File: src/hw/rtl/cdgm_pkg.sv
// Shared types and constants of the central-difference gradient magnitude block.
`default_nettype none
package cdgm_pkg;

	localparam int PIXEL_W      = 8;
	localparam int GRAD_W       = 9;
	localparam int MAG_W        = 9;
	localparam int BYTE_W       = 8;
	localparam int ROW_IDX_W    = 12;
	localparam int COL_IDX_W    = 10;
	localparam int WIDTH_REG_W  = 11;
	localparam int HEIGHT_REG_W = 13;
	localparam int CFG_DATA_W   = 13;
	localparam int CFG_INDEX_W  = 2;
	localparam int SQ_W         = 17;
	localparam int ROOT_STEPS   = 9;
	localparam int QUEUE_DEPTH  = 4;
	localparam int MIN_DIM      = 3;
	localparam int RESET_WIDTH  = 640;
	localparam int RESET_HEIGHT = 480;
	localparam int MAG_MAX      = 360;

	localparam logic [CFG_INDEX_W-1:0] REG_IMAGE_WIDTH  = 2'd0;
	localparam logic [CFG_INDEX_W-1:0] REG_IMAGE_HEIGHT = 2'd1;

	typedef struct packed {
		logic emit;
		logic last;
	} tag_t;

endpackage
`default_nettype wire

File: src/hw/rtl/cdgm_fifo.sv
// Short queue that decouples the front part from the back part.
`default_nettype none
module cdgm_fifo #(
	parameter int DATA_W = 8
) (
	input  wire logic              clk,
	input  wire logic              arst_n,
	input  wire logic              push,
	input  wire logic [DATA_W-1:0] wdata,
	output logic                   full,
	output logic                   valid,
	input  wire logic              pop,
	output logic [DATA_W-1:0]      rdata
);

	localparam int DEPTH = cdgm_pkg::QUEUE_DEPTH;
	localparam int PW    = $clog2(DEPTH);
	localparam int NW    = $clog2(DEPTH + 1);

	logic [DATA_W-1:0] store_q [DEPTH];
	logic [PW-1:0]     wptr_q;
	logic [PW-1:0]     rptr_q;
	logic [NW-1:0]     count_q;

	assign full  = (count_q == NW'(DEPTH));
	assign valid = (count_q != '0);
	assign rdata = store_q[rptr_q];

	always_ff @(posedge clk) begin
		if (push) begin
			store_q[wptr_q] <= wdata;
		end
	end

	always_ff @(posedge clk or negedge arst_n) begin
		if (!arst_n) begin
			wptr_q  <= '0;
			rptr_q  <= '0;
			count_q <= '0;
		end else begin
			if (push) begin
				wptr_q <= wptr_q + PW'(1);
			end
			if (pop) begin
				rptr_q <= rptr_q + PW'(1);
			end
			if (push && !pop) begin
				count_q <= count_q + NW'(1);
			end else if (pop && !push) begin
				count_q <= count_q - NW'(1);
			end
		end
	end

endmodule
`default_nettype wire

File: config.mk
export PLATFORM = sky130hd
export DESIGN_NAME = cdgm_fifo
export DESIGN_NICKNAME = d
export VERILOG_FILES = /design/src/hw/rtl/cdgm_pkg.sv /design/src/hw/rtl/cdgm_fifo.sv
export SDC_FILE = /design/constraint.sdc
export NUM_CORES = 1
export LEC_CHECK = 0
export BUFFER_PORTS_ARGS = -buffer_cell sky130_fd_sc_hd__buf_2
export CORE_MARGIN = 5
export CORE_UTILIZATION = 55
export DETAILED_ROUTE_END_ITERATION = 10
export PLACE_DENSITY = 0.75
export SYNTH_ARGS = -nofsm -noshare
export SYNTH_HDL_FRONTEND = slang
export SYNTH_SLANG_ARGS = --single-unit
File: constraint.sdc
create_clock -name clk -period 1.49 [get_ports clk]
set_clock_uncertainty 0.05 [all_clocks]
set_input_delay 0.149 -clock clk [delete_from_list [all_inputs] [get_ports clk]]
set_output_delay 0.149 -clock clk [all_outputs]
set_load 0.01 [all_outputs]
Word level (Yosys, flattened, before mapping)
Memories as Yosys holds them, arrays and structs flattened.
Index checks and enable logic that the tools add are counted.
{ "word_totals": {"mem_bits_rw": 32, "romBits": 0, "input_bits": 12, "latchBits": 0, "wordCells": 19, "output_inout_bits": 10, "mem_count": 1, "ff_bits": 7} }
{ "memory_table": {"columns": ["name", "words", "width", "rd", "rd_clocked_by_memory_dff", "write_ports", "line_no", "text"], "rows": [
  ["store_q", 4, 8, 1, 0, 1, "cdgm_fifo.sv:20", "logic [DATA_W-1:0] store_q [DEPTH];"]
]} }
{ "classes": {"n_div": 0, "magnitude_cmp": 0, "mul": 0, "bitwise": 0, "mux": 4, "shifts": 0, "add_sub_neg": 4, "eq_ne": 1, "n_reduce_logical": 6} }
{ "ops": {"columns": ["cell", "n"], "rows": [
  ["$mux 3", 2],
  ["$add 2x1->2 const B", 2],
  ["$add 3x1->3 const B", 1],
  ["$eq 3x3->1 const B", 1],
  ["$reduce_bool 3->1", 1],
  ["$sub 3x1->3 const B", 1],
  ["$logic_and 1x1->1", 2],
  ["$logic_not 1->1", 2],
  ["$mux 1", 2],
  ["$reduce_bool 2->1", 1]
]} }

Logic depth before layout (Yosys ltp)
{ "depth": {"depth_word": 4, "ltp_mapped": 7, "mapped_depth_nobuf": 7} }

Worst setup path after synthesis
No wires, ideal clock.
{ "synth_timing": {"path_type": "flip-flop to flip-flop", "from": "reg count_q[0]", "to": "reg count_q[2]", "arrival_ns": 1.233, "required_time_ns": 1.361, "stages_incl_launch_ff": 5, "setup_slack_ns": 0.128, "n_path_buf": 0, "period_less_slack_ns": 1.362, "path_cell_list": "dfrtp_1 -> fa_1 -> xor2_1 -> nor2_1 -> xor2_1"} }
{ "synth_between": {"elab_chain_len": 3, "word_cells_on_any_way": 4, "classes_between": "add/sub: 2; mux: 2"} }
{ "synth_rtl": {"columns": ["element", "line_no", "text"], "rows": [
  ["start: declaration", "cdgm_fifo.sv:23", "logic [NW-1:0] count_q;"],
  ["start signal: assignment", "cdgm_fifo.sv:48", "count_q <= count_q + NW'(1);"],
  ["start signal: assignment", "cdgm_fifo.sv:50", "count_q <= count_q - NW'(1);"],
  ["$sub 3x1->3", "cdgm_fifo.sv:50", null],
  ["$mux 3", "cdgm_fifo.sv:49", "end else if (pop && !push) begin"],
  ["$mux 3 (*)", "cdgm_fifo.sv:47", "if (push && !pop) begin"]
]} }
Mark *: on every way between the ends. The rest lies on a longest branch, timed or not. The select of a mux whose other input is x is not followed.
A chain may end at the register's enable or synchronous reset.

Final worst setup path
{ "layout_timing": {"from": "reg rptr_q[0]", "to": "out rdata[2]"} }
{ "layout_between": {"elab_chain_len": 1} }
{ "layout_rtl": {"columns": ["element", "line_no", "text"], "rows": [
  ["start: declaration", "cdgm_fifo.sv:22", "logic [PW-1:0] rptr_q;"],
  ["start signal: assignment", "cdgm_fifo.sv:45", "rptr_q <= rptr_q + PW'(1);"],
  ["$mem_v2 4x8", null, null],
  ["end: declaration", "cdgm_fifo.sv:13", "output logic [DATA_W-1:0] rdata"]
]} }
No other way between the ends.

==> metrics.csv <==
metric;value;unit
grt_pass1_wl;4.643;mm
tightestPinTransition;0.4449;ns
cts-root-buf;clkbuf_4;
startpoint_type;register;
diodes;0;
nNetsFinal;141;
layout_commonest_cell;edfxtp_1;
core_area;0.002734;mm²
hold_class;in2reg;
status;finished with violations;
ir_drop;0.001373;V
ios;22;
dp.cells;134;
finalCritPeriodShare;117.5;%
setup_slack;-0.2612;ns
via_count;837;
cp_data_required_time;1.29;ns
worstHoldStart;pop;
reg2reg_slack;0.08;ns
antenna_left;0;
hold_viol_final;0;
syn_avg_cell_area;20.38;µm²
antenna_found_initial;0;
htreeDepth;2;
fmax;571.0;MHz
area_growth;30.61;%
cp.arrival;1.55;ns
track_usage;15.83;%
drt-initial-drc-count;23;
grt_overflow;0;
rsz0062_at_grt;true;
grt_pass1_vias;942;
crit_path_cell_trace;buf_12, mux4_2, buf_6;
critical-path-max-stage-delay;0.51;ns
die_h;63.07;µm
final_cells;155;
place.port_buffers;21;
drv_cap;0;
worstSetupPathType;reg2out;
cts_sinks;39;
synth.net_count;94;
crit_fanout;6;
drv_slew;0;
drc;0;
dp_hpwl;1.846;mm
endpoint_kind;primary output;
min_period;1.751;ns
setup_viol;9;
violations;setup timing;
worstReg2RegStart;count_q[0]$_DFFE_PN0P_;
grt_start_max_net_pins;13;
synth_cell_types;17;
numCtsBuffers;5;
syn_area;0.001549;mm²
insertion_delay;0.33;ns
start_util;56.66;%
cts_tree;built;
crit_slowest_cell;mux4_2;
synth-seq-cells;39;
routed_wl;2.676;mm
slew-limit-headroom;70.34;%
cts_buffer_depth;2;
cp_num_buf_inv;2;
syn_inst;76;
p_leak;0.7786;nW
drt_first_pass_iters;2;
drive_above_1_share;40.32;%
final_area;0.002023;mm²
worstSetupStartpoint;rptr_q[0]$_DFFE_PN0P_;
die_area;0.003978;mm²
path_delay_family;multiplexers;
vias_per_cell;5.400;
clk_pin_slew;0.10;ns
synth_top_area_share;62.04;%
mostFrequentLayoutCells;32 x edfxtp_1, 17 x buf_2, 10 x dlygate4sd3_1;
synth_warnings;0;
power.density;1764;mW/mm²
seq_area_frac_synth;73.34;%
die_x;63.07;µm
synth_area_leaders;edfxtp_1 62%, mux4_2 12%, dfrtp_1 11%, ha_1 4.0%, xor2_1 2.3%;
rows;19;
placed_area;0.001799;mm²
route.detailed.wl_per_inst;17.26;µm
synth_area_leader_cell;edfxtp_1;
gp_congestion;0.6416;
-- metal layers --
metal | vias to the layer above | global-route usage, % | routed length, µm
met1 | 430 | 17.38 | 983
met2 | 17 | 27.44 | 1522
met5 | - | 0 | 0
li1 | 385 | - | -
met3 | 5 | 5.329 | 119
met4 | 0 | 7.162 | 50
-- synthesized netlist by cell type --
cell type / n
buf_6: 1
fa_1: 1
edfxtp_1: 32
dfrtp_1: 7
ha_1: 5
nor2_1: 1
xnor2_1: 2
nand2_1: 2
buf_2: 1
or3_1: 1
mux4_2: 8
and2_1: 4
nor3b_1: 1
inv_1: 4
xor2_1: 4
o21ai_0: 1
mux2_2: 1
-- cell type report --
class / count / area, µm²
Fill cell: 159 / 710.7
Inverter: 4 / 15.01
Clock inverter: 2 / 12.51
Multi-Input combinational cell: 31 / 389.1
Clock buffer: 6 / 41.29
Sequential cell: 39 / 1136
Tap cell: 31 / 38.79
Timing Repair Buffer: 42 / 390.4
-- per-stage QoR --
step                setup slack (ns)  hold slack [ns]  utilization, %  setup TNS [ns]  power (mW)
detailed placement          -0.01900         -0.06046           65.81        -0.01900       2.888
floorplan                     0.1283          -0.1966               -               0       2.320
global placement             0.05870         -0.06303           65.81               0       2.820
finish                       -0.2612          0.03600           74.00          -2.052       3.569
CTS                          -0.2912          0.01926           73.32          -2.331       3.566
global route                 -0.3605          0.03201           74.00          -2.930       3.814
-- logic make-up (layout without fill, tap and decap cells) --
family / count (synthesis) / after routing / synth area share [%]
buffers and inverters: 6 / 54 / 2.019
adders and majority gates: 6 / 6 / 5.331
DFF: 39 / 39 / 73.34
muxes: 9 / 9 / 12.36
xor gates and xnor gates: 6 / 6 / 3.393
AOI/OAI and AO/OA: 1 / 1 / 0.3228
and+or+nand+nor: 9 / 9 / 3.231
-- flip-flops by register name, indices dropped and copies added, names as in the netlist --
register and cells:
rptr_q 2, count_q 3, wptr_q 2, store_q 32
-- report_power, final --
group          switching [mW]  total (mW)  leakage [nW]  internal [mW]
combinational           0.559        1.42         0.374          0.864
clock                   0.321       0.503        0.0282          0.182
sequential              0.184        1.64         0.376           1.46
-- tightest hold or removal path, cell delays in order --
cell and delay (ns):
buf_2 0.11, nand2_1 0.07, xnor2_1 0.06
-- path summary, 6_finish.rpt --
| check | cells past startpoint | endpoint |
|---|---|---|
| max | 3 | rdata[2] |
| max in group asynchronous | 2 | rptr_q[1]$_DFFE_PN0P_ |
| min | 3 | rptr_q[1]$_DFFE_PN0P_ |
| min reg2reg | 1 | count_q[2]$_DFFE_PN0P_ |
| min in group asynchronous | 2 | count_q[0]$_DFFE_PN0P_ |
| max reg2reg | 5 | count_q[2]$_DFFE_PN0P_ |
-- repair_timing --
| item | CTS | global route |
|---|---|---|
| hold buffers | 10 | 0 |
| endpoints found under the hold margin | 40 | 0 |
| setup buffers | 3 | 0 |
| resized for setup | 6 | 4 |
| endpoints found under the setup margin | 9 | 12 |
| pin swaps | 2 | 4 |
Power figures use the tool's default switching activity.
