### config.mk
export PLATFORM = sky130hd
export DESIGN_NAME = cdgm_front
export DESIGN_NICKNAME = d
export VERILOG_FILES = /design/src/hw/rtl/cdgm_pkg.sv /design/src/hw/rtl/cdgm_front.sv
export SDC_FILE = /design/constraint.sdc
export NUM_CORES = 1
export LEC_CHECK = 0
export BUFFER_PORTS_ARGS = -buffer_cell sky130_fd_sc_hd__clkbuf_2
export CORE_AREA = 2 2 94 96
export CTS_BUF_LIST = sky130_fd_sc_hd__clkbuf_4
export CTS_CLUSTER_DIAMETER = 150
export DETAILED_ROUTE_END_ITERATION = 16
export DIE_AREA = 0 0 96 98
export PLACE_DENSITY = 0.77
export SLEW_MARGIN = 10
export SYNTH_ARGS = -nofsm -noshare
export SYNTH_HDL_FRONTEND = slang
export SYNTH_SLANG_ARGS = --single-unit
### constraint.sdc
create_clock -name clk -period 3.2 [get_ports clk]
set_clock_uncertainty 0.15 [all_clocks]
set_input_delay 0.32 -clock clk [delete_from_list [all_inputs] [get_ports clk]]
set_output_delay 0.32 -clock clk [all_outputs]
set_load 0.02 [all_outputs]
### src/hw/rtl/cdgm_pkg.sv
// Shared types and constants of the central-difference gradient magnitude block.
`default_nettype none
package cdgm_pkg;

	localparam int PIXEL_W      = 8;
	localparam int GRAD_W       = 9;
	localparam int MAG_W        = 9;
	localparam int BYTE_W       = 8;
	localparam int ROW_IDX_W    = 12;
	localparam int COL_IDX_W    = 10;
	localparam int WIDTH_REG_W  = 11;
	localparam int HEIGHT_REG_W = 13;
	localparam int CFG_DATA_W   = 13;
	localparam int CFG_INDEX_W  = 2;
	localparam int SQ_W         = 17;
	localparam int ROOT_STEPS   = 9;
	localparam int QUEUE_DEPTH  = 4;
	localparam int MIN_DIM      = 3;
	localparam int RESET_WIDTH  = 640;
	localparam int RESET_HEIGHT = 480;
	localparam int MAG_MAX      = 360;

	localparam logic [CFG_INDEX_W-1:0] REG_IMAGE_WIDTH  = 2'd0;
	localparam logic [CFG_INDEX_W-1:0] REG_IMAGE_HEIGHT = 2'd1;

	typedef struct packed {
		logic emit;
		logic last;
	} tag_t;

endpackage
`default_nettype wire

### src/hw/rtl/cdgm_front.sv
// Front part: configuration registers, raster counters and classification of each pixel.
`default_nettype none
module cdgm_front #(
	parameter int MAX_WIDTH  = 1024,
	parameter int MAX_HEIGHT = 4096,
	parameter int CW         = $clog2(MAX_WIDTH),
	parameter int RW         = $clog2(MAX_HEIGHT)
) (
	input  wire logic                               clk,
	input  wire logic                               arst_n,
	input  wire logic                               cfg_write,
	input  wire logic [cdgm_pkg::CFG_INDEX_W-1:0]   cfg_index,
	input  wire logic [cdgm_pkg::CFG_DATA_W-1:0]    cfg_data,
	input  wire logic                               in_valid,
	input  wire logic                               full,
	input  wire logic [cdgm_pkg::PIXEL_W-1:0]       pixel,
	output logic                                    push,
	output logic [cdgm_pkg::PIXEL_W-1:0]            item_pixel,
	output logic [CW-1:0]                           waddr,
	output logic [CW-1:0]                           raddr,
	output logic [cdgm_pkg::ROW_IDX_W-1:0]          row_idx,
	output logic [cdgm_pkg::COL_IDX_W-1:0]          col_idx,
	output cdgm_pkg::tag_t                          tag
);

	localparam int WW = $clog2(MAX_WIDTH + 1);
	localparam int HW = $clog2(MAX_HEIGHT + 1);
	localparam int AW = CW + 1;
	localparam int BW = RW + 1;
	localparam int RST_W = (cdgm_pkg::RESET_WIDTH > MAX_WIDTH) ? MAX_WIDTH
		: cdgm_pkg::RESET_WIDTH;
	localparam int RST_H = (cdgm_pkg::RESET_HEIGHT > MAX_HEIGHT) ? MAX_HEIGHT
		: cdgm_pkg::RESET_HEIGHT;

	logic [WW-1:0] width_q;
	logic [HW-1:0] height_q;
	logic [CW-1:0] col_q;
	logic [RW-1:0] row_q;

	logic [cdgm_pkg::WIDTH_REG_W-1:0]  wdata;
	logic [cdgm_pkg::HEIGHT_REG_W-1:0] hdata;
	logic [AW-1:0] c_ext, c1, c2, w_ext, nn;
	logic [BW-1:0] r_ext, r1, h_ext;
	logic [RW-1:0] r_dec;

	assign wdata = cfg_data[cdgm_pkg::WIDTH_REG_W-1:0];
	assign hdata = cfg_data[cdgm_pkg::HEIGHT_REG_W-1:0];

	assign push  = in_valid && !full;
	assign c_ext = {1'b0, col_q};
	assign c1    = c_ext + AW'(1);
	assign c2    = c_ext + AW'(2);
	assign w_ext = AW'(width_q);
	assign r_ext = {1'b0, row_q};
	assign r1    = r_ext + BW'(1);
	assign h_ext = BW'(height_q);
	assign nn    = (c2 >= w_ext) ? (c2 - w_ext) : c2;
	assign r_dec = row_q - RW'(1);

	assign item_pixel = pixel;
	assign waddr      = col_q;
	assign raddr      = nn[CW-1:0];
	assign row_idx    = cdgm_pkg::ROW_IDX_W'(r_dec);
	assign col_idx    = cdgm_pkg::COL_IDX_W'(col_q);
	assign tag.emit   = (r_ext >= BW'(2)) && (col_q != '0) && (c1 < w_ext);
	assign tag.last   = (r1 == h_ext) && (c2 == w_ext);

	always_ff @(posedge clk or negedge arst_n) begin
		if (!arst_n) begin
			width_q  <= WW'(RST_W);
			height_q <= HW'(RST_H);
			col_q    <= '0;
			row_q    <= '0;
		end else if (cfg_write && (cfg_index == cdgm_pkg::REG_IMAGE_WIDTH)) begin
			if (wdata < cdgm_pkg::WIDTH_REG_W'(cdgm_pkg::MIN_DIM)) begin
				width_q <= WW'(cdgm_pkg::MIN_DIM);
			end else if (int'(wdata) > MAX_WIDTH) begin
				width_q <= WW'(MAX_WIDTH);
			end else begin
				width_q <= WW'(wdata);
			end
			col_q <= '0;
			row_q <= '0;
		end else if (cfg_write && (cfg_index == cdgm_pkg::REG_IMAGE_HEIGHT)) begin
			if (hdata < cdgm_pkg::HEIGHT_REG_W'(cdgm_pkg::MIN_DIM)) begin
				height_q <= HW'(cdgm_pkg::MIN_DIM);
			end else if (int'(hdata) > MAX_HEIGHT) begin
				height_q <= HW'(MAX_HEIGHT);
			end else begin
				height_q <= HW'(hdata);
			end
			col_q <= '0;
			row_q <= '0;
		end else if (push) begin
			if (c1 >= w_ext) begin
				col_q <= '0;
				row_q <= (r1 >= h_ext) ? '0 : r1[RW-1:0];
			end else begin
				col_q <= c1[CW-1:0];
			end
		end
	end

endmodule
`default_nettype wire

# [Yosys cells after proc, flatten, opt, wreduce, memory -nomap -nowiden]
# Index checks and enable logic that the tools add are counted.
[classes] n_addsub=5 n_mul=0 n_div=0 magnitude_cmp=9 eq_ne=3 shift=0 mux=14 n_bitwise=1 n_reduce_logical=13
[op_table] operator="2-to-1 mux 12 bit" n=5
[op_table] operator="2-to-1 mux 10 bit" n=5
[op_table] operator="2-to-1 mux 13 bit" n=2
[op_table] operator="greater-or-equal comparator 11 bit" n=2
[op_table] operator="2-to-1 mux 11 bit" n=2
[op_table] operator="adder 12 x 1 -> 13 bit, second input constant" n=1
[op_table] operator="equality test 13 bit" n=1
[op_table] operator="greater-or-equal comparator 13 bit" n=1
[op_table] operator="greater-than comparator 13 bit, second input constant" n=1
[op_table] operator="< comparator 13 x 2 -> 1 bit, second input constant" n=1
[op_table] operator="greater-or-equal comparator 12 x 2 -> 1 bit, second input constant" n=1
[op_table] operator="subtractor 12 x 1 -> 12 bit, second input constant" n=1
[op_table] operator="adder 10 x 1 -> 11 bit, second input constant" n=1
[op_table] operator="adder 10 x 2 -> 11 bit, second input constant" n=1
[op_table] operator="equality test 11 bit" n=1
[op_table] operator="greater-than comparator 11 bit, second input constant" n=1
[op_table] operator="< comparator 11 bit" n=1
[op_table] operator="< comparator 11 x 2 -> 1 bit, second input constant" n=1
[op_table] operator="nonzero test 10 bit" n=1
[op_table] operator="subtractor 10 bit" n=1
[op_table] operator="logical AND 1 bit" n=6
[op_table] operator="nonzero test 3 bit" n=2
[op_table] operator="AND reduction 2 bit" n=2
[op_table] operator="equality test 2 x 1 -> 1 bit, second input constant" n=1
[op_table] operator="3 further kinds" n=3
[word_totals] ff_bits=46 latch_bits=0 mem_bits_rw=0 mem_bits_ro=0 inputBits=28 output_inout_bits=53 elab_cells=49 mem_count=0

# [Depth between registers and ports, before layout]
[depth] ltp_word=7 ltp_mapped=16 ltp_nobuf=14

# [Worst setup path before layout]
# OpenSTA, ideal clock, no wires.
[synth_path] path_type="register to output" from="register col_q[2] (netlist: col_idx[2])" to="output port raddr[4]" arrival_time_ns=3.059 t_required_ns=2.730 slack_ns=-0.329 stages_incl_launch_ff=15 path_buffers=3 path_cell_list="dfrtp_1 -> ha_1 -> and3_1 -> clkbuf_1 -> nand2_1 -> nor2_1 -> xor2_1 -> ha_1 -> nand3_1 -> nor3_1 -> a211oi_1 -> o21a_1 -> clkbuf_1 -> buf_2 -> o21ai_0"
[synth_via] elab_chain_len=3 elab_cells_between_ends=4 classes_between="add/sub: 2; order compare: 1; mux: 1"
[synth_lines] element="start: declaration" line_no="cdgm_front.sv:37" rtl="logic [CW-1:0] col_q;"
[synth_lines] element="start signal: assignment" line_no="cdgm_front.sv:99" rtl="col_q <= c1[CW-1:0];"
[synth_lines] element="adder 10 x 2 -> 11 bit (*)" line_no="cdgm_front.sv:52" rtl="assign c2 = c_ext + AW'(2);"
[synth_lines] element="subtractor 10 bit / greater-or-equal comparator 11 bit (equally long branches)" line_no="cdgm_front.sv:57" rtl="assign nn = (c2 >= w_ext) ? (c2 - w_ext) : c2;"
[synth_lines] element="2-to-1 mux 10 bit (*)" line_no="cdgm_front.sv:57"
[synth_lines] element="end: declaration" line_no="cdgm_front.sv:20" rtl="output logic [CW-1:0] raddr,"
# Mark *: on every way between the ends. The rest lies on a longest branch, timed or not.

# [Worst setup path after layout]
[layout_path] from="register col_q[7] (netlist: col_idx[7])" to="output port raddr[9]"
# Same word-level chain as after synthesis.

==> results.md <==
- Result of the run: finished with violations
- Violations in the final reports: negative setup slack
- Worst setup slack after layout: -0.570 ns
- Startpoint of the worst setup timing path: col_idx[7]
- Total number of vias: 4282
- Portion of total power attributed to the clock network: 0.115
- Vias in the first global route: 4114
- Ratio of final minimum period to clock period: 1.18
- Dpl cells: 666
- CTS clk-pin slew, worst paths: 0.18 ns
- Slew at the pin closest to its max-slew limit: 0.668 ns
- Cell family with most CP delay: compound AO/OA/AOI/OAI gates
- Leading cell types in the layout, fill and taps excluded: sky130_fd_sc_hd__buf_4 (75), sky130_fd_sc_hd__clkbuf_2 (52), sky130_fd_sc_hd__nand2_1 (49)
- Starting DRT DRC Count: 440
- Number of routed nets with antenna violations: 0
- Final count of negative-setup-slack endpoints: 17
- Peak Freq: 265 MHz
- Die Outline Area: 0.00941 mm²
- Count of nets after finishing: 671
- Inserted Clock Buffers: 5
- Max-slew headroom at the worst pin: 0.553
- Worst slack at placement: -0.0467 ns
- FF+latch count, synth: 46
- Leakage power: 2.78 nW
- Number of warning messages in the yosys log: 0
- Worst reg2reg path startpoint: col_idx[1]
- Drc violations: 0
- Worst path slowest cell: sky130_fd_sc_hd__dfrtp_1
- Tot Pwr: 3.45 mW
- Count of boundary I/O pins: 81
- Estimated wirelength of the detail-placed design: 8280 µm
- Unrepaired setup endpoints after global routing: true
- Global placement routability congestion: 0.941
- Average wire length per cell after detail routing: 20.4 µm
- FILL cells: 553
- Clk buf depth: 2
- Clock tree from TritonCTS: built
- Pwr Density: 590 mW/mm²
- Port Buf Inserts: 64
- Standard-cell rows: 34
- Starting density of the core: 0.480
- Part of the power in registers: 0.222
- Worst Hold Slack: 0.0380 ns
- Clock Sinks: 46
- Layout Area Growth over Synthesis: 44.1%
- Die height: 98 µm
- Count of pins over their slew limit: 0
- Cell repeated most along the worst path: sky130_fd_sc_hd__nor3_4
- Final Critical Period: 3.77 ns
- Arrival time worst endpoint: 3.30 ns
- Core area: 0.00847 mm²
- Antenna cell count: 0
- Latest clock arrival within the worst-skew pair: 0.41 ns
- Crit. path cell count: 12
- Primary FF master, synth: sky130_fd_sc_hd__dfrtp_1
- Final hold violations: 0
- Worst Setup EP: raddr[9]
- Grt ovf: 0
- GRT Resource Usage Total: 0.268
- Cell count after synthesis: 484
- Commonest non-fill, non-tap cell in the layout: sky130_fd_sc_hd__buf_4
- Async set-or-reset flop fraction in the synthesized netlist: 1.00
- Netlist area before placement: 0.00406 mm²
- Worst path max stage delay: 0.47 ns
- Worst hold path type: input pin to flip-flop
- Internal Power: 1.81 mW
- Net count after synthesis: 554
- Reg2Reg Setup Slack: -0.05 ns
- Top fanout value on the critical path: 5
- Non-filler instance count after layout: 710
- Critical path buffer and inverter count: 3
- Number of H-tree branching levels: 2
- Distinct cell type count after synthesis: 56
- Antenna violations before repair: 0
- Crit start category: flip-flop
- Post-synth EDFFs: 0
- Maximum VDD drop: 0.000370 V
- Proportion of layout cells with a drive suffix above 1: 0.467
- Combinational fraction of design power: 0.663
- Worst-path cell chain: nand2_2 -> nor3_4 -> xor2_2 -> ha_4 -> buf_4 -> nand3_4 -> nor3_4 -> a211oi_2 -> o21a_2 -> buf_12 -> mux2_4 -> buf_8
- Worst reg2reg endpoint: row_q[8]
- Switching share of power: 0.477
- Number of iterations in the first detailed-routing pass: 5
- Worst setup path class: flip-flop to output pin
- Largest net degree at the start of global routing: 26
- Synthesized area per cell: 8.39 µm²
- X dimension of the die: 96 µm
- Power spent charging and discharging nets: 1.65 mW
- First-pass GRT wire length: 19900 µm
- Max-cap violations: 0
- Crit. End Element: output pin
- Fraction of the yosys area taken by sequential cells: 0.285
- Vias per cell: 6.03
- WL final: 14500 µm
- Accumulated negative setup slack: -5.84 ns
- Reg2reg path depth: 14
- Clock root buffer master: sky130_fd_sc_hd__clkbuf_4
- Crit path required time: 2.73 ns
-- cells by family (layout without fill, tap and decap cells) --
| logic type | Yosys count | after routing | synth area share |
|---|---|---|---|
| buffers and inverters | 83 | 200 | 0.0983 |
| adders and majority gates | 42 | 42 | 0.131 |
| DFF | 46 | 46 | 0.285 |
| and+or+nand+nor | 164 | 164 | 0.203 |
| AOI/OAI and AO/OA | 101 | 102 | 0.175 |
| xor gates and xnor gates | 41 | 41 | 0.0884 |
| muxes | 7 | 7 | 0.0194 |
-- metrics by stage --
step	util	instance area [µm²]
after floorplan	-	4130
after global placement	0.560	4740
after detailed placement	0.560	4740
after CTS	0.623	5270
after global routing	0.691	5850
final	0.691	5850
-- worst min path at each step --
| stage | slack [ns] | to | cells past startpoint | startpoint |
|---|---|---|---|---|
| finish | 0.04 | w_ext[9] | 3 | cfg_data[9] |
| global route | 0.04 | w_ext[9] | 3 | cfg_data[9] |
| CTS | 0.04 | h_ext[6] | 2 | cfg_data[6] |
| detailed placement | 0.21 | row_q[10] | 1 | arst_n |
| global placement | 0.20 | row_q[9] | 1 | arst_n |
| floorplan | -0.13 | col_idx[0] | 0 | arst_n |
-- metal layers --
layer / vias to the layer above / wire length, µm / part of all wire / GRT usage
li1: 1882 / - / - / -
met1: 2069 / 6030 / 0.42 / 0.355
met2: 250 / 6790 / 0.47 / 0.429
met3: 81 / 889 / 0.061 / 0.0463
met4: 0 / 757 / 0.052 / 0.107
met5: - / 0 / 0 / 0
-- worst min-delay path, cell delays in order --
cell,delay (ns)
sky130_fd_sc_hd__clkbuf_2,0.11
sky130_fd_sc_hd__nand2b_1,0.07
sky130_fd_sc_hd__o21ai_0,0.07
-- power groups by stage --
stage               combinational (mW)  sequential, mW  clock (mW)
finish                            2.29           0.767       0.396
detailed placement                1.76           0.756           0
global placement                  1.72           0.750           0
global route                      2.42           0.775       0.414
CTS                               1.94           0.746       0.382
floorplan                         1.25           0.751           0
-- synthesized netlist by cell type, types with 2 or more instances --
cell,number,area (µm²)
sky130_fd_sc_hd__nand2_1,59,221
sky130_fd_sc_hd__ha_1,41,513
sky130_fd_sc_hd__dfrtp_1,40,1000
sky130_fd_sc_hd__inv_1,39,146
sky130_fd_sc_hd__o21ai_0,30,150
sky130_fd_sc_hd__nor2_1,28,105
sky130_fd_sc_hd__xnor2_1,22,193
sky130_fd_sc_hd__xor2_1,19,166
sky130_fd_sc_hd__a22o_1,18,158
sky130_fd_sc_hd__buf_4,18,135
sky130_fd_sc_hd__clkbuf_1,18,67.6
sky130_fd_sc_hd__a21oi_1,17,85.1
sky130_fd_sc_hd__nand3_1,17,85.1
sky130_fd_sc_hd__nand2b_1,13,81.3
sky130_fd_sc_hd__nor3_1,11,55.1
sky130_fd_sc_hd__nand4_1,10,62.6
sky130_fd_sc_hd__o31ai_1,8,60.1
sky130_fd_sc_hd__mux2_2,7,78.8
sky130_fd_sc_hd__dfstp_2,6,158
sky130_fd_sc_hd__a21o_1,4,30.0
sky130_fd_sc_hd__buf_2,4,20.0
sky130_fd_sc_hd__a31oi_1,3,18.8
sky130_fd_sc_hd__and3_1,3,18.8
sky130_fd_sc_hd__nor2b_1,3,18.8
sky130_fd_sc_hd__nor4_1,3,18.8
sky130_fd_sc_hd__o21ai_1,3,15.0
sky130_fd_sc_hd__or3_1,3,18.8
sky130_fd_sc_hd__a211oi_1,2,15.0
sky130_fd_sc_hd__a21oi_2,2,17.5
sky130_fd_sc_hd__buf_1,2,7.51
sky130_fd_sc_hd__buf_6,2,22.5
sky130_fd_sc_hd__nor2_2,2,12.5
sky130_fd_sc_hd__o211ai_1,2,15.0
sky130_fd_sc_hd__o21bai_1,2,15.0
sky130_fd_sc_hd__or4_1,2,15.0
-- sequential cells by signal, indices dropped and copies added, names as in the netlist --
register and cells:
w_ext 11, col_idx 10, row_q 12, h_ext 13
-- cell type report --
type,instances,area (µm²),share of cell area
tap,108,135,0.0231
inverter,39,146,0.0250
sequential,46,1160,0.199
timing repair buffer,153,1170,0.200
clock inverter,2,37.5,0.00642
multi-input combinational,356,3150,0.538
clock buffer,6,45.0,0.00770
-- timing repair --
action,CTS,global route
gates cloned,1,2
hold endpoints to repair,21,0
pin swaps,25,43
hold buffers,1,0
gates resized for setup,63,94
buffers inserted,17,18
endpoints found under the setup margin,17,34
Power figures use the tool's default switching activity.
