`config.mk`:
```
export PLATFORM = sky130hd
export DESIGN_NAME = cdgm_sqrt
export DESIGN_NICKNAME = d
export VERILOG_FILES = /design/src/hw/rtl/cdgm_pkg.sv /design/src/hw/rtl/cdgm_sqrt.sv
export SDC_FILE = /design/constraint.sdc
export NUM_CORES = 1
export LEC_CHECK = 0
export BUFFER_PORTS_ARGS = -buffer_cell sky130_fd_sc_hd__buf_4
export CAP_MARGIN = 5
export CORE_ASPECT_RATIO = 1.4
export CORE_MARGIN = 5
export CORE_UTILIZATION = 55
export CTS_BUF_LIST = sky130_fd_sc_hd__clkbuf_16
export DETAILED_ROUTE_END_ITERATION = 10
export GPL_TIMING_DRIVEN = 0
export PLACE_DENSITY = 0.76
export RECOVER_POWER = 25
export SETUP_SLACK_MARGIN = 0.3
export SLEW_MARGIN = 0
export SYNTH_ARGS = -nofsm -noshare
export SYNTH_HDL_FRONTEND = slang
export SYNTH_SLANG_ARGS = --single-unit
```
`constraint.sdc`:
```
create_clock -name clk -period 8.2 [get_ports clk]
set_input_delay 1.23 -clock clk [delete_from_list [all_inputs] [get_ports clk]]
set_output_delay 1.23 -clock clk [all_outputs]
set_load 0.03 [all_outputs]
```
`src/hw/rtl/cdgm_pkg.sv`:
```
// Shared types and constants of the central-difference gradient magnitude block.
`default_nettype none
package cdgm_pkg;

	localparam int PIXEL_W      = 8;
	localparam int GRAD_W       = 9;
	localparam int MAG_W        = 9;
	localparam int BYTE_W       = 8;
	localparam int ROW_IDX_W    = 12;
	localparam int COL_IDX_W    = 10;
	localparam int WIDTH_REG_W  = 11;
	localparam int HEIGHT_REG_W = 13;
	localparam int CFG_DATA_W   = 13;
	localparam int CFG_INDEX_W  = 2;
	localparam int SQ_W         = 17;
	localparam int ROOT_STEPS   = 9;
	localparam int QUEUE_DEPTH  = 4;
	localparam int MIN_DIM      = 3;
	localparam int RESET_WIDTH  = 640;
	localparam int RESET_HEIGHT = 480;
	localparam int MAG_MAX      = 360;

	localparam logic [CFG_INDEX_W-1:0] REG_IMAGE_WIDTH  = 2'd0;
	localparam logic [CFG_INDEX_W-1:0] REG_IMAGE_HEIGHT = 2'd1;

	typedef struct packed {
		logic emit;
		logic last;
	} tag_t;

endpackage
`default_nettype wire

```
`src/hw/rtl/cdgm_sqrt.sv`:
```
// Squaring and bit-pair integer square root unit with the output register.
`default_nettype none
module cdgm_sqrt (
	input  wire logic                                clk,
	input  wire logic                                arst_n,
	input  wire logic                                valid_s1,
	output logic                                     take,
	input  wire logic signed [cdgm_pkg::GRAD_W-1:0]  gx_s1,
	input  wire logic signed [cdgm_pkg::GRAD_W-1:0]  gy_s1,
	input  wire logic [cdgm_pkg::ROW_IDX_W-1:0]      row_s1,
	input  wire logic [cdgm_pkg::COL_IDX_W-1:0]      col_s1,
	input  wire logic                                last_s1,
	output logic                                     out_valid,
	input  wire logic                                out_stall,
	output logic signed [cdgm_pkg::GRAD_W-1:0]       grad_x,
	output logic signed [cdgm_pkg::GRAD_W-1:0]       grad_y,
	output logic [cdgm_pkg::MAG_W-1:0]               magnitude_full,
	output logic [cdgm_pkg::BYTE_W-1:0]              magnitude_byte,
	output logic [cdgm_pkg::ROW_IDX_W-1:0]           row_index,
	output logic [cdgm_pkg::COL_IDX_W-1:0]           column_index,
	output logic                                     frame_last
);

	localparam int SW = cdgm_pkg::SQ_W;
	localparam int GW = cdgm_pkg::GRAD_W;

	typedef enum logic [1:0] {
		ST_IDLE,
		ST_SQUARE,
		ST_ROOT,
		ST_HOLD
	} state_t;

	state_t state_q;
	logic [SW-1:0] rem_q;
	logic [SW-1:0] root_q;
	logic [SW-1:0] bit_q;

	logic signed [2*GW-1:0] gx2;
	logic signed [2*GW-1:0] gy2;
	logic [SW:0]            trial;
	logic                   fits;
	logic [SW-1:0]          root_nx;
	logic [SW-1:0]          rem_nx;

	assign take      = (state_q == ST_IDLE);
	assign out_valid = (state_q == ST_HOLD);

	assign gx2     = grad_x * grad_x;
	assign gy2     = grad_y * grad_y;
	assign trial   = {1'b0, root_q} + {1'b0, bit_q};
	assign fits    = ({1'b0, rem_q} >= trial);
	assign root_nx = fits ? ((root_q >> 1) + bit_q) : (root_q >> 1);
	assign rem_nx  = fits ? (rem_q - trial[SW-1:0]) : rem_q;

	always_ff @(posedge clk or negedge arst_n) begin
		if (!arst_n) begin
			state_q        <= ST_IDLE;
			rem_q          <= '0;
			root_q         <= '0;
			bit_q          <= '0;
			grad_x         <= '0;
			grad_y         <= '0;
			magnitude_full <= '0;
			magnitude_byte <= '0;
			row_index      <= '0;
			column_index   <= '0;
			frame_last     <= 1'b0;
		end else begin
			unique case (state_q)
				ST_IDLE: begin
					if (valid_s1) begin
						grad_x       <= gx_s1;
						grad_y       <= gy_s1;
						row_index    <= row_s1;
						column_index <= col_s1;
						frame_last   <= last_s1;
						state_q      <= ST_SQUARE;
					end
				end
				ST_SQUARE: begin
					rem_q   <= SW'(gx2) + SW'(gy2);
					root_q  <= '0;
					bit_q   <= SW'(1) << (2 * (cdgm_pkg::ROOT_STEPS - 1));
					state_q <= ST_ROOT;
				end
				ST_ROOT: begin
					rem_q  <= rem_nx;
					root_q <= root_nx;
					bit_q  <= bit_q >> 2;
					if (bit_q[0]) begin
						magnitude_full <= root_nx[cdgm_pkg::MAG_W-1:0];
						magnitude_byte <= (root_nx > SW'(255)) ? '1
							: root_nx[cdgm_pkg::BYTE_W-1:0];
						state_q        <= ST_HOLD;
					end
				end
				ST_HOLD: begin
					if (!out_stall) begin
						state_q <= ST_IDLE;
					end
				end
				default: begin
					state_q <= ST_IDLE;
				end
			endcase
		end
	end

endmodule
`default_nettype wire

```
-- After elaboration in Yosys (flattened, before gate mapping)
Index checks and enable logic that the tools add are counted.
- register bits after elaboration: 111
- equal/unequal tests: 7
- $add $sub $neg: 4
- magnitude comparators: 2
- mux-type cells: 10
- multipliers: 2
- reductions and logical operators: 6
- operators with widths (operator ; number):
    $pmux 17 s2 ; 3
    $mul 9x9->17 ; 2
    $mux 17 ; 2
    $add 17x17->18 ; 1
    $ge 17x18->1 ; 1
    $add 16x17->17 ; 1
    $add 17x17->17 ; 1
    $gt 17x8->1 const B ; 1
    $sub 17x17->17 ; 1
    $mux 8 ; 1
    $ne 2x2->1 const B ; 4
    $pmux 2 s4 ; 1
    $mux 2 ; 3
    $reduce_and 2->1 ; 3
    $eq 2x2->1 const B ; 2
    $reduce_and 3->1 ; 1
    $eq 2x1->1 const B ; 1
    $logic_not 2->1 ; 1
    $reduce_bool 2->1 ; 1

-- Depth between registers and ports, before layout
Gate-level depths: netlist of the first run.
- depth after elaboration: 5
- mapped depth: 25
- mapped depth without buffers: 24

-- Worst setup path before layout of the first run
Ideal clock, no wire load.
- path type: reg-to-reg
- start: reg grad_y[6] (netlist name)
- end: reg rem_q[15]
- period minus slack after synthesis: 6.525 ns
- slack: 1.675 ns
- stages on the path, launching flop included: 23
- data required time: 8.073 ns
- data arrival time: 6.398 ns
- path through: dfrtp_1 clkbuf_1 and2_1 inv_1 fa_1 inv_1 fa_1 inv_1 fa_1 inv_1 fa_1 fa_1 fa_1 ha_1 ha_1 a21o_1 a21oi_1 o21bai_1 a2111oi_0 o41ai_1 xor2_1 a32oi_1 nand2_1
- longest elaborated chain between the ends: 3
- RTL lines (what ; RTL line ; text):
    from (decl) ; cdgm_sqrt.sv:16 ; output logic signed [cdgm_pkg::GRAD_W-1:0] grad_y,
    from (signal assigned) ; cdgm_sqrt.sv:74 ; grad_y <= gy_s1;
    $mul 9x9->17 ; cdgm_sqrt.sv:50 ; assign gy2 = grad_y * grad_y;
    $add 17x17->17 ; cdgm_sqrt.sv:82 ; rem_q <= SW'(gx2) + SW'(gy2);
    $pmux 17 s2 ; cdgm_sqrt.sv:70 ; unique case (state_q)
    to (signal assigned) ; cdgm_sqrt.sv:82 ;
    to (signal assigned) ; cdgm_sqrt.sv:88 ; rem_q <= rem_nx;
    to (decl) ; cdgm_sqrt.sv:35 ; logic [SW-1:0] rem_q;
No other way between the ends.
A chain may end at the register's enable or synchronous reset.

-- Worst setup path after layout of the first run
Ends and elaborated chain as after synthesis.

==> metrics, run 1 <==
Fillers 1715; n_diodes 0; clk buf depth 2; async set-reset flop share out of synthesis 1.00; Rows 62; post-DP HPWL 23800 um; worst skew pair latency 0.39 ns; PortBufs around 100; CTS tree yes; Num CTS Buffers 9; DIE WIDTH 132 um; Crit. End Element flop; worst clock skew 0.0221 ns; Top FF cell, synth dfrtp_1; Place WS ~1.0 ns; worst-margin pin slew 3.19 ns; Mapped Cells 1178; Setup Crit Path Kind flop to flop; outcome complete, but fails checks; CP Launch Type flop; Synth area leaders fa_1 (23%), dfrtp_1 (22%), ha_1 (12%); H-tree levels 3; Worst Hold Class flop to flop; layout cells sized above 1 0.155; first-pass GRT wire length 47900 um; vias 8902; cell taking the most area after synthesis fa_1; Seq/Total Area, Yosys 0.224; Hold Buf Count CTS 0; setup ws final ~0.98 ns; Synth top area share 0.230; clock-pin slew on the worst setup and hold paths 0.08 ns; post-layout min period just over 7 ns; wire length per cell 18.7 um; Root Buffer clkbuf_16; CP Max Fanout 10; Post-synth EDFFs 0; setup TNS 0 ns; Post-CTS Setup Inserts 0; Avg Vias per Cell 5.72; Layout area overhead 12.1%; post_cts resized 0; Synth cell types 75; GR Util All Layers 0.247; die area between 20000 and 25000 sq um; Slew headroom -1.13; DRC viols 0; initial antenna violation count 0; Max Clock Freq 0.138 GHz; Mapped Nets between 1000 and 1500; Setup-failing EPs final 0; final worst path period share 0.881; WP data required 8.44 ns; Initial DRT Pass Iterations 5; initial drt markers approximately 380; routability cong. 0.929; post-route ant nets 0; core area 20600 sq um; vias in the first global route 9583; max-slew violation count 106; global route overflow 0; Die Ht approximately 180 um; pin count of the biggest net entering global routing 61; I/O Pins 105; Post-Synthesis Cell Area 11500 sq um; Seq cells post-synth 103; max-cap violations 2; total number of yosys warnings 0; most frequent cells in the layout inv_1 (195), fa_1 (132), ha_1 (111), dfrtp_1 (103), buf_4 (103); Syn Area/Cell 9.76 sq um; clock sink count 103; commonest non-fill, non-tap cell in the layout inv_1; Worst EP arrival 7.46 ns; Nets roughly 1600; Initial Util 0.559; routed wire length 29100 um; violated checks capacitance limit, slew limit; Final Hold Fails 0; unrepaired setup endpoints after global routing false
cell type report:
type / count / area [sq um] / share of cell area
well taps: 256 / 320 / 0.0248
flip-flops and latches: 103 / 2580 / 0.200
multi-input cells: 839 / 8010 / 0.621
clock buffers: 9 / 225 / 0.0175
repair buffers: 105 / 781 / 0.0606
inverters: 194 / 728 / 0.0565
plain buffers: 42 / 184 / 0.0143
clock inverters: 7 / 67.6 / 0.00524
kinds of logic (layout without fill, tap and decap cells):
kind of cell,Yosys count,count (layout),synth area share
compound gates,199,199,0.125
xor+xnor,76,76,0.0579
fa+ha+maj,243,243,0.351
buf+inv,236,357,0.0793
flops,103,103,0.224
mux,57,57,0.0553
simple gates,264,264,0.108
metal layers:
layer | GRT usage | up-vias | wire length (um)
li1 | - | 4109 | -
met4 | 0.105 | 0 | 1140
met5 | 0 | - | 0
met1 | 0.279 | 4450 | 10700
met2 | 0.454 | 273 | 15800
met3 | 0.0426 | 70 | 1480
metrics by stage:
stage / util / instance area, sq um / std cells / hold slack, ns
global placement: 0.613 / 12600 / 1538 / 0.468
global route: 0.627 / 12900 / 1555 / 0.519
finish: 0.627 / 12900 / 1555 / 0.493
detailed placement: 0.614 / 12600 / 1539 / 0.478
floorplan: - / 11500 / 1178 / 0.456
CTS: 0.629 / 12900 / 1555 / 0.495
Yosys cell counts, types with 4 or more instances:
cell and n:
a211oi_1 6, a21o_1 13, a21oi_1 46, a31o_2 7, a31oi_1 10, and2_1 32
and3_1 7, buf_1 6, clkbuf_1 30, dfrtp_1 103, fa_1 132, ha_1 111
inv_1 194, mux2_2 45, mux2i_1 10, nand2_1 90, nand2b_1 5, nand3_1 19
nand4_1 8, nor2_1 63, nor2b_1 12, nor3_1 10, nor4_1 4, o21a_1 5
o21ai_0 36, o21ai_1 4, o21bai_1 4, o22ai_1 14, or3_1 5, xnor2_1 54
xor2_1 22
critical path: stages (launching register included):
cell       delay (ns)
dfrtp_1          0.47
clkbuf_1         0.42
and2_1           0.24
inv_1            0.07
fa_1             0.59
inv_1            0.08
fa_1             0.51
inv_1            0.05
fa_1             0.48
inv_1            0.06
fa_1             0.52
fa_1             0.53
fa_1             0.50
ha_1             0.31
ha_1             0.34
a21o_1           0.19
a21oi_1          0.31
o21bai_1         0.13
a2111oi_0        0.62
o41ai_1          0.20
xor2_1           0.17
a32oi_1          0.22
nand2_1          0.08
sequential cells by signal (all words and copies together) (netlist names), 8 cells and up:
name	flops
row_index	12
grad_x	9
magnitude_byte	8
bit_q	9
column_index	10
rem_q	17
magnitude_full	9
grad_y	9
root_q	17
final timing paths:
path	startpoint	end	slack [ns]	depth (start not counted)
setup / recovery	grad_y[6]$_DFFE_PN0P_	rem_q[15]$_DFFE_PN0P_	0.98	22
hold / removal	magnitude_full[4]$_DFFE_PN0P_	magnitude_full[4]$_DFFE_PN0P_	0.49	2
setup reg to reg	grad_y[6]$_DFFE_PN0P_	rem_q[15]$_DFFE_PN0P_	0.98	22
hold reg to reg	magnitude_full[4]$_DFFE_PN0P_	magnitude_full[4]$_DFFE_PN0P_	0.49	2
max in group asynchronous	arst_n	row_index[5]$_DFFE_PN0P_	2.50	2
min in group asynchronous	arst_n	bit_q[12]$_DFFE_PN0P_	1.67	1
Power of run 1 is left out: the tool's default activity adds up to more than one toggle a clock period on the data nets, which glitch-free logic cannot reach.
==> run 2: changes to the inputs <==
REMOVE_ABC_BUFFERS = 1   (was not set)
==> metrics, run 2 (synthesized netlist as in run 1, its figures left out) <==
outcome complete, but fails checks; violated checks capacitance limit, slew limit; Root Buffer clkbuf_16; routed wire length 25900 um (-11%); global-route met2 utilization 0.421 (-0.0330); FF+latch area 2580 sq um (unchanged); Min Hold Slack 0.497 ns (+0.00398 ns); Nets 1541 (-2.6%); most frequent cells in the layout inv_1 (194), fa_1 (132), ha_1 (110), dfrtp_1 (103), buf_4 (103); top flop regs rem_q (17), root_q (17), row_index (12); commonest non-fill, non-tap cell in the layout inv_1; initial drt markers 290 (-23%); pin count of the biggest net entering global routing 59 (-3.3%); WP data required 8.45 ns (about the same); worst reg2reg path depth 24 (+9.1%); Max Clock Freq 0.142 GHz (+2.7%); Setup Crit Path Kind flop to flop; clock-pin slew on the worst setup and hold paths 0.08 ns (about the same); CP Max Fanout 13 (+3); placed cell area 12500 sq um (-1.3%); Avg Vias per Cell 5.55 (-3.1%); final worst path period share 0.858 (-0.0232); post-DP HPWL 21100 um (-12%); Num CTS Buffers 9 (unchanged); vias in the first global route 9230 (-3.7%); cell chain of the critical path and2_1, fa_1, inv_1, fa_1, inv_1, ha_1, inv_1, fa_1, inv_1, fa_1, inv_1, fa_1, inv_1, ha_1, ha_1, fa_1, a21o_1, a21oi_1, o21bai_1, a2111oi_0, o41ai_1, xor2_1, a32oi_1, nand2_1; Worst EP arrival 7.28 ns (-0.18 ns); Place WS 1.19 ns (+0.137 ns); DIE WIDTH 132 um (unchanged); Final Hold Fails 0 (unchanged); Crit. End Element flop; PortBufs 104 (unchanged); Die Ht 181 um (unchanged); CTS tree yes; post_cts resized 0 (unchanged); I/O Pins 105 (unchanged); final instance area 12800 sq um (-1.1%); worst skew pair latency 0.37 ns (-0.02 ns); post-layout min period 7.03 ns (-0.190 ns); layout cells sized above 1 0.158 (+0.00345); Fillers 1683 (-1.9%); unrepaired setup endpoints after global routing false; initial antenna violation count 0 (unchanged); hold depth 2 (unchanged); Initial Util 0.559 (unchanged); core area 20600 sq um (unchanged); Initial DRT Pass Iterations 5 (unchanged); Rows 62 (unchanged); Setup-failing EPs final 0 (unchanged); Slew headroom -0.999 (+0.126); CP max-delay cell a2111oi_0; setup TNS 0 ns (unchanged); Hold Buf Count CTS 0 (unchanged); setup ws final 1.17 ns (+0.190 ns); global route overflow 0 (unchanged); die area 23900 sq um (unchanged); worst clock skew 0.0174 ns (-0.00468 ns); Top Usage Layer GRT met2; first-pass GRT wire length 44200 um (-7.6%); DRC viols 0 (unchanged); Layout area overhead 10.9%; clk buf depth 2 (unchanged); routability cong. 0.932 (+0.32%); n_diodes 0 (unchanged); Worst Hold Class flop to flop; max-slew violation count 106 (unchanged); Max stage delay on crit path 0.60 ns (-0.02 ns); GRT met1 Usage 0.255 (-0.0245); area of the multi-input gates 8020 sq um (about the same); post-route ant nets 0 (unchanged); vias 8398 (-5.7%); wire length per cell 17.1 um (-8.6%); CP Launch Type flop; grt met3 use 0.0284 (-0.0142); Post-CTS Setup Inserts 0 (unchanged); H-tree levels 3 (unchanged); GR Util All Layers 0.224 (-0.0233); worst-margin pin slew 3.00 ns (-0.189 ns); clock sink count 103 (unchanged); max-cap violations 2 (unchanged)
run 2: area by class of cell:
type,count,share of cell area
well taps,256,0.0251
clock buffers,9,0.0177
multi-input cells,839,0.628
clock inverters,7,0.00677
flip-flops and latches,103,0.202
inverters,194,0.0571
repair buffers,106,0.0628
run 2: stage by stage:
step	std cells	util
after detailed placement	1498	0.607
after global placement	1496	0.604
after floorplan	1136	-
after global routing	1514	0.620
after CTS	1514	0.622
final	1514	0.620
run 2: final timing paths:
| check | start | endpoint | slack [ns] |
|---|---|---|---|
| setup / recovery | grad_x[4]$_DFFE_PN0P_ | rem_q[15]$_DFFE_PN0P_ | 1.17 |
| hold / removal | rem_q[7]$_DFFE_PN0P_ | rem_q[7]$_DFFE_PN0P_ | 0.50 |
| setup reg to reg | grad_x[4]$_DFFE_PN0P_ | rem_q[15]$_DFFE_PN0P_ | 1.17 |
| hold reg to reg | rem_q[7]$_DFFE_PN0P_ | rem_q[7]$_DFFE_PN0P_ | 0.50 |
| max in group asynchronous | arst_n | bit_q[0]$_DFFE_PN0P_ | 2.71 |
| min in group asynchronous | arst_n | bit_q[16]$_DFFE_PN0P_ | 1.66 |
run 2: routing by layer:
layer,share of wire,routed length (um),up-vias
li1,-,-,4023
met1,0.38,9810,4139
met2,0.55,14300,170
met3,0.031,794,66
met4,0.038,980,0
met5,0,0,-
run 2: worst max-delay path: cells and delay by family (launching register included):
| kind | cells | cell delay (ns) |
|---|---|---|
| buf+inv | 6 | 0.29 |
| fa+ha+maj | 9 | 3.82 |
| xor+xnor | 1 | 0.19 |
| flops | 1 | 0.59 |
| simple gates | 2 | 0.38 |
| compound gates | 6 | 1.64 |
Power of run 2 is left out for the same reason.
==> run 3: changes to the inputs <==
CORE_ASPECT_RATIO = not set   (was 1.4)
MAX_ROUTING_LAYER = met4   (was not set)
==> metrics, run 3 (synthesized netlist as in run 1, its figures left out) <==
Post-CTS Setup Inserts 0 (unchanged); commonest non-fill, non-tap cell in the layout inv_1; Max Clock Freq 0.144 GHz (+1.6%); WP data required 8.45 ns (about the same); Hold Buf Count CTS 0 (unchanged); layout cells sized above 1 0.157 (-0.00159); clk buf depth 2 (unchanged); Max stage delay on crit path 0.69 ns (+0.09 ns); Worst EP arrival 7.18 ns (-0.10 ns); setup TNS 0 ns (unchanged); Nets 1541 (unchanged); clock-pin slew on the worst setup and hold paths 0.08 ns (about the same); GR Util All Layers 0.227 (+0.00343); CTS tree yes; post-DP HPWL 19700 um (-6.4%); worst-margin pin slew 3.21 ns (+0.214 ns); worst skew pair latency 0.36 ns (about the same); global route overflow 0 (unchanged); initial antenna violation count 0 (unchanged); most frequent cells in the layout inv_1 (194), fa_1 (132), ha_1 (110), dfrtp_1 (103), buf_4 (103); DIE WIDTH 155 um (+17%); Initial DRT Pass Iterations 5 (unchanged); Worst Path Buf+Inv 4 (-2); first-pass GRT wire length 43100 um (-2.5%); Layout area overhead 10.9% (about the same); CP delay by family, top adder cells; final worst path period share 0.844 (-0.0131); top flop regs rem_q (17), root_q (17), row_index (12); CP Launch Type flop; clock sink count 103 (unchanged); routed wire length 25100 um (-3.1%); CP Max Fanout 15 (+2); Rows 53 (-15%); vias 8502 (+1.2%); Place WS 1.21 ns (+0.0259 ns); PortBufs 104 (unchanged); worst clock skew 0.00841 ns (-0.00899 ns); Die Ht 155 um (-15%); die area 23900 sq um (-0.17%); setup ws final 1.28 ns (+0.107 ns); Slew headroom -1.14 (-0.143); initial drt markers 557 (+92%); Final Hold Fails 0 (unchanged); violated checks capacitance limit, slew limit; wire length per cell 16.4 um (-4.3%); max-slew violation count 106 (unchanged); Worst Hold Class flop to flop; Initial Util 0.552 (-0.00713); core area 20800 sq um (+1.3%); most common cell type on the critical path fa_1; post-route ant nets 0 (unchanged); Setup-failing EPs final 0 (unchanged); post-layout min period 6.92 ns (-0.107 ns); H-tree levels 3 (unchanged); pin count of the biggest net entering global routing 104 (+76%); Setup Crit Path Kind flop to flop; DRC viols 0 (unchanged); Avg Vias per Cell 5.55 (about the same); outcome complete, but fails checks; post_cts resized 0 (unchanged); max-cap violations 2 (unchanged); cell chain of the critical path and2_1, inv_1, fa_1, inv_1, fa_1, inv_1, fa_1, inv_1, fa_1, fa_1, fa_1, ha_1, ha_1, a21o_1, a21oi_1, o21bai_1, a2111oi_0, nor3_1, xnor2_1, o221ai_1, o21a_1; routability cong. 0.923 (-0.94%); Crit. End Element flop; Num CTS Buffers 9 (unchanged); n_diodes 0 (unchanged); vias in the first global route 8939 (-3.2%); Root Buffer clkbuf_16; I/O Pins 105 (unchanged); unrepaired setup endpoints after global routing false; CP max-delay cell dfrtp_1
==> run 3: cell count changes in the layout (fill, tap and decap cells not counted) <==
cell,before,now
inv_8,1,0
clkinv_4,2,3
clkinv_8,3,1
clkinv_1,0,2
==> run 3: routing by layer <==
metal,share of wire,GRT usage
met1,0.45,0.311
met5,0,-
met2,0.47,0.359
met3,0.053,0.0269
met4,0.027,0.0673
==> run 3: tightest hold or removal path: stages, from the launching register on <==
cell,delay [ns]
dfrtp_1,0.35
nand2_1,0.05
o21ai_0,0.07
==> run 3: worst paths after layout <==
check,from,slack (ns),cells after the start,to
max reg2reg,grad_y[1]$_DFFE_PN0P_,1.28,21,rem_q[13]$_DFFE_PN0P_
min in group asynchronous,arst_n,1.59,1,root_q[14]$_DFFE_PN0P_
max in group asynchronous,arst_n,2.63,2,grad_x[0]$_DFFE_PN0P_
min reg2reg,magnitude_full[0]$_DFFE_PN0P_,0.50,2,magnitude_full[0]$_DFFE_PN0P_
min,magnitude_full[0]$_DFFE_PN0P_,0.50,2,magnitude_full[0]$_DFFE_PN0P_
max,grad_y[1]$_DFFE_PN0P_,1.28,21,rem_q[13]$_DFFE_PN0P_
==> run 3: area by class of cell <==
class                   count  area [sq um]
clock buffers               9           225
clock inverters             7          58.8
inverters                 194           728
fillers                  1711          8070
multi-input cells         839          8020
well taps                 275           344
flip-flops and latches    103          2580
repair buffers            106           801
==> run 3: stage by stage <==
stage                util  std cells  hold slack (ns)  area (sq um)
detailed placement  0.599       1516            0.475         12500
finish              0.612       1533            0.502         12700
global placement    0.597       1515            0.463         12400
global route        0.612       1533            0.518         12700
floorplan               -       1136            0.456         11300
CTS                 0.612       1532            0.500         12700
Power of run 3 is left out for the same reason.
